`src/rtl/bomset_pkg.sv`:
```
// shared types and constants for the bounded ordered member set
`timescale 1ns / 1ps

package bomset_pkg;

  // fixed field widths of the request and result
  localparam int KIND_W   = 2;
  localparam int MEMBER_W = 8;
  localparam int POS_W    = 6;
  localparam int STATUS_W = 3;
  localparam int COUNT_W  = 5;

  // operation codes
  typedef enum logic [KIND_W-1:0] {
    KIND_ADD    = 2'd0,
    KIND_REMOVE = 2'd1,
    KIND_CLEAR  = 2'd2,
    KIND_READ   = 2'd3
  } kind_t;

  // result status codes
  typedef enum logic [STATUS_W-1:0] {
    STAT_OK        = 3'd0,
    STAT_FULL      = 3'd1,
    STAT_PRESENT   = 3'd2,
    STAT_NOT_FOUND = 3'd3,
    STAT_RANGE     = 3'd4
  } status_t;

  // controller states
  typedef enum logic [2:0] {
    ST_IDLE,
    ST_DISPATCH,
    ST_FETCH,
    ST_CHECK,
    ST_SHIFT_FETCH,
    ST_SHIFT_WRITE,
    ST_READ_WAIT,
    ST_DONE
  } state_t;

  // memory read address source
  typedef enum logic [1:0] {
    RD_IDX,
    RD_NEXT,
    RD_POS
  } rd_sel_t;

  // commands from controller to datapath
  typedef struct packed {
    logic    load;        // capture request fields, clear index and status
    rd_sel_t rd_sel;      // read address for this cycle
    logic    idx_inc;     // step the scan index
    logic    append;      // write member at the tail, count up
    logic    shift_wr;    // move fetched entry down one place
    logic    cnt_dec;     // count down after a remove
    logic    cnt_clear;   // empty the list
    logic    stat_set;    // record a non-ok status
    status_t stat_code;
    logic    rd_capture;  // keep fetched entry as read result
    logic    res_load;    // move result into output register
  } cmd_t;

  // status from datapath to controller
  typedef struct packed {
    kind_t kind;
    logic  full;
    logic  scan_end;
    logic  match;
    logic  shift_end;
    logic  in_range;
    logic  out_free;
  } dp_stat_t;

endpackage

```
`src/rtl/bomset_ctrl.sv`:
```
// controller state machine for the bounded ordered member set
`timescale 1ns / 1ps

module bomset_ctrl
  import bomset_pkg::*;
(
  input  logic     clk,
  input  logic     rst,
  input  logic     in_valid,
  output logic     in_stall,
  input  dp_stat_t stat,
  output cmd_t     cmd
);

  state_t state;
  state_t state_next;

  // state register
  always_ff @(posedge clk) begin
    if (rst) begin
      state <= ST_IDLE;
    end else begin
      state <= state_next;
    end
  end

  // take a new request only when idle
  assign in_stall = rst || (state != ST_IDLE);

  // next state
  always_comb begin
    state_next = state;
    unique case (state)
      ST_IDLE: begin
        if (in_valid) begin
          state_next = ST_DISPATCH;
        end
      end
      ST_DISPATCH: begin
        unique case (stat.kind)
          KIND_ADD:    state_next = stat.full ? ST_DONE : ST_FETCH;
          KIND_REMOVE: state_next = ST_FETCH;
          KIND_CLEAR:  state_next = ST_DONE;
          KIND_READ:   state_next = stat.in_range ? ST_READ_WAIT : ST_DONE;
          default:     state_next = ST_DONE;
        endcase
      end
      ST_FETCH: begin
        state_next = stat.scan_end ? ST_DONE : ST_CHECK;
      end
      ST_CHECK: begin
        if (!stat.match) begin
          state_next = ST_FETCH;
        end else if (stat.kind == KIND_REMOVE) begin
          state_next = ST_SHIFT_FETCH;
        end else begin
          state_next = ST_DONE;
        end
      end
      ST_SHIFT_FETCH: begin
        state_next = stat.shift_end ? ST_DONE : ST_SHIFT_WRITE;
      end
      ST_SHIFT_WRITE: begin
        state_next = ST_SHIFT_FETCH;
      end
      ST_READ_WAIT: begin
        state_next = ST_DONE;
      end
      ST_DONE: begin
        if (stat.out_free) begin
          state_next = ST_IDLE;
        end
      end
      default: state_next = ST_IDLE;
    endcase
  end

  // command outputs
  always_comb begin
    cmd            = '0;
    cmd.rd_sel     = RD_IDX;
    cmd.stat_code  = STAT_OK;
    unique case (state)
      ST_IDLE: begin
        cmd.load = in_valid && !rst;
      end
      ST_DISPATCH: begin
        unique case (stat.kind)
          KIND_ADD: begin
            if (stat.full) begin
              cmd.stat_set  = 1'b1;
              cmd.stat_code = STAT_FULL;
            end
          end
          KIND_REMOVE: begin
          end
          KIND_CLEAR: begin
            cmd.cnt_clear = 1'b1;
          end
          KIND_READ: begin
            if (stat.in_range) begin
              cmd.rd_sel = RD_POS;
            end else begin
              cmd.stat_set  = 1'b1;
              cmd.stat_code = STAT_RANGE;
            end
          end
          default: begin
          end
        endcase
      end
      ST_FETCH: begin
        cmd.rd_sel = RD_IDX;
        if (stat.scan_end) begin
          if (stat.kind == KIND_ADD) begin
            cmd.append = 1'b1;
          end else begin
            cmd.stat_set  = 1'b1;
            cmd.stat_code = STAT_NOT_FOUND;
          end
        end
      end
      ST_CHECK: begin
        if (!stat.match) begin
          cmd.idx_inc = 1'b1;
        end else if (stat.kind != KIND_REMOVE) begin
          cmd.stat_set  = 1'b1;
          cmd.stat_code = STAT_PRESENT;
        end
      end
      ST_SHIFT_FETCH: begin
        cmd.rd_sel = RD_NEXT;
        if (stat.shift_end) begin
          cmd.cnt_dec = 1'b1;
        end
      end
      ST_SHIFT_WRITE: begin
        cmd.shift_wr = 1'b1;
        cmd.idx_inc  = 1'b1;
      end
      ST_READ_WAIT: begin
        cmd.rd_capture = 1'b1;
      end
      ST_DONE: begin
        cmd.res_load = stat.out_free;
      end
      default: begin
      end
    endcase
  end

endmodule

```
`src/rtl/bomset_dp.sv`:
```
// datapath: member memory, count, scan index and result register
`timescale 1ns / 1ps

module bomset_dp
  import bomset_pkg::*;
#(
  parameter int MAX_MEMBERS = 16
) (
  input  logic                clk,
  input  logic                rst,
  input  logic [KIND_W-1:0]   kind,
  input  logic [MEMBER_W-1:0] member_number,
  input  logic [POS_W-1:0]    slot_position,
  input  cmd_t                cmd,
  output dp_stat_t            stat,
  output logic                out_valid,
  input  logic                out_stall,
  output logic [STATUS_W-1:0] status,
  output logic [MEMBER_W-1:0] read_member,
  output logic [COUNT_W-1:0]  member_count
);

  localparam int IDX_W = (MAX_MEMBERS > 1) ? $clog2(MAX_MEMBERS) : 1;
  localparam int CNT_W = $clog2(MAX_MEMBERS + 1);
  localparam int CMP_W = (CNT_W > POS_W) ? CNT_W : POS_W;

  // captured request
  kind_t               kind_q;
  logic [MEMBER_W-1:0] num_q;
  logic [POS_W-1:0]    pos_q;

  logic [CNT_W-1:0]    cnt;
  logic [CNT_W-1:0]    idx;
  logic [CNT_W:0]      idx_plus;
  status_t             stat_q;
  logic [MEMBER_W-1:0] read_val;

  // member memory
  logic [MEMBER_W-1:0] mem [MAX_MEMBERS];
  logic [MEMBER_W-1:0] rdata;
  logic [IDX_W-1:0]    raddr;
  logic [IDX_W-1:0]    waddr;
  logic [MEMBER_W-1:0] wdata;
  logic                we;

  assign idx_plus = {1'b0, idx} + (CNT_W + 1)'(1);

  // request capture
  always_ff @(posedge clk) begin
    if (cmd.load) begin
      kind_q <= kind_t'(kind);
      num_q  <= member_number;
      pos_q  <= slot_position;
    end
  end

  // scan index
  always_ff @(posedge clk) begin
    if (rst) begin
      idx <= '0;
    end else if (cmd.load) begin
      idx <= '0;
    end else if (cmd.idx_inc) begin
      idx <= idx_plus[CNT_W-1:0];
    end
  end

  // member count
  always_ff @(posedge clk) begin
    if (rst) begin
      cnt <= '0;
    end else if (cmd.cnt_clear) begin
      cnt <= '0;
    end else if (cmd.append) begin
      cnt <= cnt + CNT_W'(1);
    end else if (cmd.cnt_dec) begin
      cnt <= cnt - CNT_W'(1);
    end
  end

  // operation status and read value
  always_ff @(posedge clk) begin
    if (cmd.load) begin
      stat_q   <= STAT_OK;
      read_val <= '0;
    end else begin
      if (cmd.stat_set) begin
        stat_q <= cmd.stat_code;
      end
      if (cmd.rd_capture) begin
        read_val <= rdata;
      end
    end
  end

  // read address select
  always_comb begin
    unique case (cmd.rd_sel)
      RD_IDX:  raddr = idx[IDX_W-1:0];
      RD_NEXT: raddr = idx_plus[IDX_W-1:0];
      RD_POS:  raddr = IDX_W'(pos_q);
      default: raddr = idx[IDX_W-1:0];
    endcase
  end

  // write port: append at tail or shift down
  always_comb begin
    we    = cmd.append || cmd.shift_wr;
    waddr = cmd.append ? cnt[IDX_W-1:0] : idx[IDX_W-1:0];
    wdata = cmd.append ? num_q : rdata;
  end

  always_ff @(posedge clk) begin
    if (we) begin
      mem[waddr] <= wdata;
    end
    rdata <= mem[raddr];
  end

  // status toward the controller
  always_comb begin
    stat.kind      = kind_q;
    stat.full      = (cnt >= CNT_W'(MAX_MEMBERS));
    stat.scan_end  = (idx >= cnt);
    stat.match     = (rdata == num_q);
    stat.shift_end = (idx_plus >= {1'b0, cnt});
    stat.in_range  = (CMP_W'(pos_q) < CMP_W'(cnt));
    stat.out_free  = !out_valid || !out_stall;
  end

  // output register
  always_ff @(posedge clk) begin
    if (rst) begin
      out_valid <= 1'b0;
    end else if (cmd.res_load) begin
      out_valid <= 1'b1;
    end else if (!out_stall) begin
      out_valid <= 1'b0;
    end
  end

  always_ff @(posedge clk) begin
    if (cmd.res_load) begin
      status       <= stat_q;
      read_member  <= read_val;
      member_count <= COUNT_W'(cnt);
    end
  end

  // count stays within capacity
  a_cnt_bound: assert property (@(posedge clk) disable iff (rst)
    cnt <= CNT_W'(MAX_MEMBERS))
    else $error("member count above capacity");

  // tail write only when there is room
  a_append_room: assert property (@(posedge clk) disable iff (rst)
    cmd.append |-> (cnt < CNT_W'(MAX_MEMBERS)))
    else $error("append into a full list");

  // remove only from a non-empty list
  a_dec_nonempty: assert property (@(posedge clk) disable iff (rst)
    cmd.cnt_dec |-> (cnt != '0))
    else $error("count decrement on empty list");

  // shift writes stay inside the held entries
  a_shift_inside: assert property (@(posedge clk) disable iff (rst)
    cmd.shift_wr |-> (idx_plus < {1'b0, cnt}))
    else $error("shift outside held entries");

  // a pending result is never overwritten
  a_no_overwrite: assert property (@(posedge clk) disable iff (rst)
    (out_valid && out_stall) |=> ($stable(status) && $stable(member_count)))
    else $error("stalled result changed");

endmodule

```
`src/rtl/bounded_ordered_member_set.sv`:
```
// bounded ordered member set: top level
// Keeps an ordered, packed list of up to MAX_MEMBERS distinct 8-bit member
// numbers. Input channel (in_valid / in_stall) carries kind, member_number and
// slot_position; a request is taken when in_valid is high and in_stall low.
// Output channel (out_valid / out_stall) carries status, read_member and
// member_count, one result per request, taken when out_valid is high and
// out_stall low.
// One request is in work at a time; the block steps a member memory with
// one write port and a registered read port, one entry at a time (a fetch,
// then a check while scanning or a shift write while moving). Per request:
//   clear, add to a full list or out-of-range read: straight to done; read:
//   one memory read; add: a scan to a match or to the tail, where it appends;
//   remove: a scan up to the match, then one move down per later entry.
// The next request is taken the cycle after a result is loaded into the
// output register, while that result may still wait there.
// Reset empties the list and drops any pending result; no clearing pass.
// When the receiver stalls, the result holds steady and a finished request
// waits in its last state until the output register frees up.
`timescale 1ns / 1ps

module bounded_ordered_member_set
  import bomset_pkg::*;
#(
  parameter int MAX_MEMBERS = 16
) (
  input  logic                clk,
  input  logic                rst,
  input  logic                in_valid,
  output logic                in_stall,
  input  logic [KIND_W-1:0]   kind,
  input  logic [MEMBER_W-1:0] member_number,
  input  logic [POS_W-1:0]    slot_position,
  output logic                out_valid,
  input  logic                out_stall,
  output logic [STATUS_W-1:0] status,
  output logic [MEMBER_W-1:0] read_member,
  output logic [COUNT_W-1:0]  member_count
);

  cmd_t     cmd;
  dp_stat_t stat;

  // sequencing
  bomset_ctrl u_ctrl (
    .clk      (clk),
    .rst      (rst),
    .in_valid (in_valid),
    .in_stall (in_stall),
    .stat     (stat),
    .cmd      (cmd)
  );

  // storage and result
  bomset_dp #(
    .MAX_MEMBERS (MAX_MEMBERS)
  ) u_dp (
    .clk           (clk),
    .rst           (rst),
    .kind          (kind),
    .member_number (member_number),
    .slot_position (slot_position),
    .cmd           (cmd),
    .stat          (stat),
    .out_valid     (out_valid),
    .out_stall     (out_stall),
    .status        (status),
    .read_member   (read_member),
    .member_count  (member_count)
  );

endmodule

```
`config.mk`:
```
export PLATFORM = sky130hd
export DESIGN_NAME = bounded_ordered_member_set
export DESIGN_NICKNAME = d
export VERILOG_FILES = /design/src/rtl/bomset_pkg.sv /design/src/rtl/bomset_ctrl.sv /design/src/rtl/bomset_dp.sv /design/src/rtl/bounded_ordered_member_set.sv
export SDC_FILE = /design/constraint.sdc
export NUM_CORES = 1
export LEC_CHECK = 0
export BUFFER_PORTS_ARGS = -buffer_cell sky130_fd_sc_hd__buf_4
export CAP_MARGIN = 20
export CORE_ASPECT_RATIO = 2
export CORE_MARGIN = 3
export CORE_UTILIZATION = 30
export DETAILED_ROUTE_END_ITERATION = 10
export GPL_ROUTABILITY_DRIVEN = 0
export PLACE_DENSITY = 0.55
export SLEW_MARGIN = 20
export SYNTH_ARGS = -nofsm -noshare
export SYNTH_HDL_FRONTEND = slang
export SYNTH_SLANG_ARGS = --single-unit
export TNS_END_PERCENT = 5
```
`constraint.sdc`:
```
create_clock -name clk -period 4.2 [get_ports clk]
set_clock_uncertainty 0.2 [all_clocks]
set_input_delay 0.42 -clock clk [delete_from_list [all_inputs] [get_ports clk]]
set_output_delay 0.42 -clock clk [all_outputs]
set_load 0.01 [all_outputs]
```
Word-level counts from Yosys, hierarchy flattened
Memory sizes are Yosys's and may differ from the RTL's. A register that Yosys moved wholly into a read port is not among the register bits. Index checks and enable logic that the tools add are counted.

Reduce and logical (&&, ||, !) cells: 14. Equal/unequal tests: 17. Muxes and demuxes: 43. Magnitude comparators: 4. $add $sub $neg: 3.

Operators by type and width (count): $mux 4 (7); $pmux 3 s8 (1); $mux 1 (17); $pmux 4 s2 (2); $mux 3 (5); $eq 3x3->1 const B (4); $pmux 3 s4 (1); $pmux 4 s3 (1); $mux 5 (2); $eq 8x8->1 (1); $mux 2 (4); $mux 8 (1); $add 5x1->6 const B (1); $eq 2x2->1 const B (3); $eq 3x2->1 const B (2); $ge 6x5->1 (1); $lt 6x5->1 (1); $ne 2x1->1 const B (3); $add 5x1->5 const B (1); $ge 5x5->1 (1); $ge 5x5->1 const B (1); $sub 5x1->5 const B (1); $eq 2x1->1 const B (2); $pmux 2 s2 (1); 12 further kinds (17).

Output and inout bits: 18. Logic and storage cells: 94. Memories kept: 1. Bits of input ports: 20. Register bits after elaboration: 57. Bits in writable memories: 128.

Memories: u_dp.mem (depth 16, bits a word 8, read ports 1, clocked after memory_dff 1, write ports 1, line bomset_dp.sv:39) `logic [MEMBER_W-1:0] mem [MAX_MEMBERS];`.

Depth between registers and ports, before layout
Depth after elaboration: 7. Mapped depth: 16. Gate-level depth less buffers: 14.

Modules after synthesis
A second synthesis with hierarchy kept.

Cells, all modules: 629. Area, all modules: 8398.1 um^2.

By module, submodules not included: bomset_dp (sequential area each 5405.2 um^2, cells each 568, area each 7963.9 um^2, times used 1); bomset_ctrl (sequential area each 60.1 um^2, cells each 61, area each 434.2 um^2, times used 1).

Worst setup path before layout
No wires, ideal clock.

Kind: reg2reg. From: reg u_dp.cnt[2]. To: reg u_dp.rdata[6], read port of u_dp.mem. Arrival time: 2.872 ns. Setup time: 0.136 ns. Period minus slack after synthesis: 3.209 ns. Required time: 3.864 ns. Path buffers: 1. Slack: 0.991 ns. Cell stages (with the launch flop): 15. Path through: dfxtp_1 > inv_1 > ha_1 > a21o_1 > a31oi_1 > o21a_1 > nand3_1 > ha_1 > a221o_2 > buf_6 > and3_1 > a211oi_2 > a31oi_1 > a22oi_1 > o221ai_1.

Word-level cells in the longest chain between the ends: 6. Elaborated cells between the ends (all ways): 7. Those cells by class: 1 x order compare; 2 x eq/ne; 4 x mux.

RTL lines: start: declaration (line bomset_dp.sv:32) `logic [CNT_W-1:0] cnt;`; start signal: assignment (line bomset_dp.sv:75) `cnt <= cnt + CNT_W'(1);`; start signal: assignment (line bomset_dp.sv:77) `cnt <= cnt - CNT_W'(1);`; $lt 6x5->1 * (line bomset_dp.sv:127) `stat.in_range = (CMP_W'(pos_q) < CMP_W'(cnt));`; $mux 2 * (line bomset_ctrl.sv:101) `if (stat.in_range) begin`; $mux 2 * (line bomset_ctrl.sv:88) `unique case (stat.kind)`; $pmux 2 s2 * (line bomset_ctrl.sv:83) `unique case (state)`; $eq 2x2->1 / $eq 2x1->1 (equally long branches) (line bomset_dp.sv:98) `unique case (cmd.rd_sel)`; $pmux 4 s2 * (line bomset_dp.sv:98); end: declaration (line bomset_dp.sv:40) `logic [MEMBER_W-1:0] rdata;`.

Every way passes the cells marked *; elsewhere a longest branch is shown, timed or not. A chain may end at the register's enable or synchronous reset.

Worst setup path in the final report
From: reg u_dp.cnt[4]. To: reg u_dp.rdata[2], read port of u_dp.mem.

The elaborated chain is that of the path after synthesis.

==> metrics.cfg <==
[yosys]
synth-adder-area-share_pct = 3.95
async_flop_share_pct = 0
synth_xor_xnor_area_share_pct = 1.87
synth_edf_count = 160
yosys.cell_count.top_type = edfxtp_1
synth_common_cells = edfxtp_1, nand2_1, dfxtp_1
synth_compound_area_share_pct = 10.7
muxShareOfSynthArea_pct = 1.44
synth_top_family_by_area = simple AND/OR/NAND/NOR gates
synth_nets = 744
synth_area_um2 = 8430
ys_warn_count = 0
synth_area_leaders = edfxtp_1, dfxtp_1, nand2_1
ys_seq_area_share_pct = 64.8
ys_seq_elements = 193
avgSynthCellArea_um2 = 12.1
synth_top_cell_by_area = edfxtp_1
ys.flop_type = edfxtp_1
yosys.area_share.simple_pct = 14.5
synth_cells = 698
synth_top_area_share_pct = 57.0
yosysUniqueCellTypes = 52

[detailed_routing]
drtAntennaViolNets = 0
firstDrtPassIters = 5
via_per_inst = 4.97
wirelength_um = 22500
wl_per_cell_um = 19.6
drc_errors = 0
dr.first_iter.drc_count = 297
vias = 5707

[critical_path]
reg2reg_setup_slack_ns = 0.32
cp_top_family = compound AO/OA/AOI/OAI gates
crit_start = u_dp.cnt[4]
r2r-start = u_dp.cnt[4]
slowest_delay_ns = 0.60
r2r_end = u_dp.rdata[2]
cp_cell_sequence = inv_1 -> ha_1 -> a211oi_1 -> o21a_1 -> nand3_1 -> ha_1 -> a221o_2 -> nand2_2 -> a211oi_1 -> a31oi_1 -> a22oi_1 -> buf_4 -> o221ai_1
worst-path-stages = 13
start_kind = register
slowest_stage = a211oi_1
setup.worst_path.end = u_dp.rdata[2]
crit_path_end_kind = register
rr_worst_depth = 13
crit_buf_inv = 2
timing_worst_setup_path_type = register to register
required_ns = 4.31
cp.arrival_ns = 3.99
cp_max_fo = 18

[global_routing]
use_met3_pct = 2.25
gr-usage-met1_pct = 13.6
busiest_layer = met2
gr-usage-all-layers_pct = 15.0
antenna_found_initial = 0
grt_pass1_vias = 5728
grt_start_max_net_pins = 53
grtUsageMet2_pct = 29.9
grt_pass1_wl_um = 34100
grt_overflow_total = 0

[cells_and_area]
fin_util_pct = 36.5
num_antenna_cells = 0
area_delta_synth_final_pct = 19.7
n_fill_cell = 2670
finalNetCount = 830
stdcell_count = 1149
drive_gt1_share_pct = 15.9

[timing]
rsz0062_at_grt = false
slew_violations = 0
hold_viol_final = 0
setup_ws_ns = 0.322
finalSetupViolCount = 0
setup_tns_ns = 0
min_period_ns = 3.88
max_slew_margin_pct = 45.8
tightest_slew_ns = 0.811
fmax_mhz = 258
fin_crit_sh_pct = 92.3

[cts]
htreeDepth = 4
numCtsBuffers = 17
insertion_delay_ns = 0.45
cts_tree = yes
clk_path_buf_depth = 2
cts_root_buf = clkbuf_16
ctsResizeCount = 0
clock_sinks = 193
path_clk_slew_ns = 0.08

[power]
total_power_uw = 6430
vdd_drop_max_uv = 407
powerDensity_nw_per_um2 = 637
leakagePower_uw = 0.00375

[placement]
dpl.hpwl_um = 16700
dp_cells = 1097
pre_cts_slack_ns = 0.280
io_buffers = 37

[floorplanning]
ios = 38
die_h_um = 243
dieArea_um2 = 30300
placementRows = 86
start_util_pct = 30.5
core_um2 = 27700
die_w_um = 125

[flow_run]
maxCapViolCount = 0

[hold_path]
hold_path_class = input port to register

[run_status]
status = complete, no violations

-- cells by family (layout without fill, tap and decap cells) --
group           count (synthesis)  after routing
simple gates                  269            269
xor+xnor                       18             18
compound gates                134            134
flops                         193            193
mux                            12             12
fa+ha+maj                      26             26
buf+inv                        46            145
-- cells in the final DEF, fill, tap and decap left out, types with 18 or more instances in the layout --
cell type	n
dfxtp_1	33
a31oi_1	22
clkbuf_16	18
o21ai_0	29
edfxtp_1	160
nand3_1	27
nand2_1	158
buf_4	79
ha_1	25
nor2_1	25
-- area by class of cell --
cell class | instances | area (µm²) | area share (%)
Clock buffer | 20 | 468 | 4.64
Clock inverter | 12 | 139 | 1.38
Inverter | 16 | 60.1 | 0.595
Multi-Input combinational cell | 459 | 2740 | 27.1
Sequential cell | 193 | 5470 | 54.2
Tap cell | 352 | 440 | 4.36
Timing Repair Buffer | 97 | 783 | 7.76
-- worst min path at each step --
stage,depth (start not counted),endpoint,slack (ns),startpoint
floorplan,0,u_dp.status[1],0.21,u_dp.stat_q[1]
global placement,0,u_dp.read_member[1],0.21,u_dp.read_val[1]
detailed placement,0,u_dp.read_member[1],0.22,u_dp.read_val[1]
CTS,3,u_ctrl.state[0],0.08,in_valid
global route,3,u_ctrl.state[0],0.12,in_valid
finish,3,u_ctrl.state[0],0.07,in_valid
-- per-layer routing --
metal | wire [µm] | vias to the layer above
met5 | 0 | -
met4 | 1250 | 0
met3 | 540 | 52
met2 | 13200 | 136
met1 | 7500 | 2768
li1 | - | 2751
-- where the power goes --
| group | switching, µW | leakage [µW] | internal, µW |
|---|---|---|---|
| sequential | 168 | 0.00172 | 2490 |
| combinational | 1380 | 0.00174 | 734 |
| clock | 753 | 0.000299 | 894 |
| total | 2300 | 0.00375 | 4120 |
-- worst min-delay path, delay by kind of cell --
family                 cells  cell delay (ns)
and+or+nand+nor            2             0.15
buffers and inverters      1             0.09
-- registers in the layout, indices dropped and copies added, names as in the netlist --
signal	flops
u_dp.rdata	8
u_dp.mem	128
u_dp.read_val	8
u_dp.kind_q	2
u_dp.member_count	5
u_dp.read_member	8
u_dp.cnt	5
u_dp.num_q	8
u_dp.out_valid	1
u_dp.status	3
u_dp.pos_q	6
u_dp.idx	5
u_dp.stat_q	3
u_ctrl.state	3
-- stage by stage --
step                hold WS [ns]  instance area (µm²)
finish                    0.0721                10100
CTS                       0.0766                10100
global route               0.115                10100
global placement           0.215                 9290
floorplan                  0.208                 8430
detailed placement         0.218                 9290
-- repair_timing --
action / in CTS / in global routing
setup buffers: 0 / 3
hold buffers: 17 / 0
setup endpoints to repair: 0 / 1
endpoints found under the hold margin: 20 / 0
(Power assumes the default switching activity.)
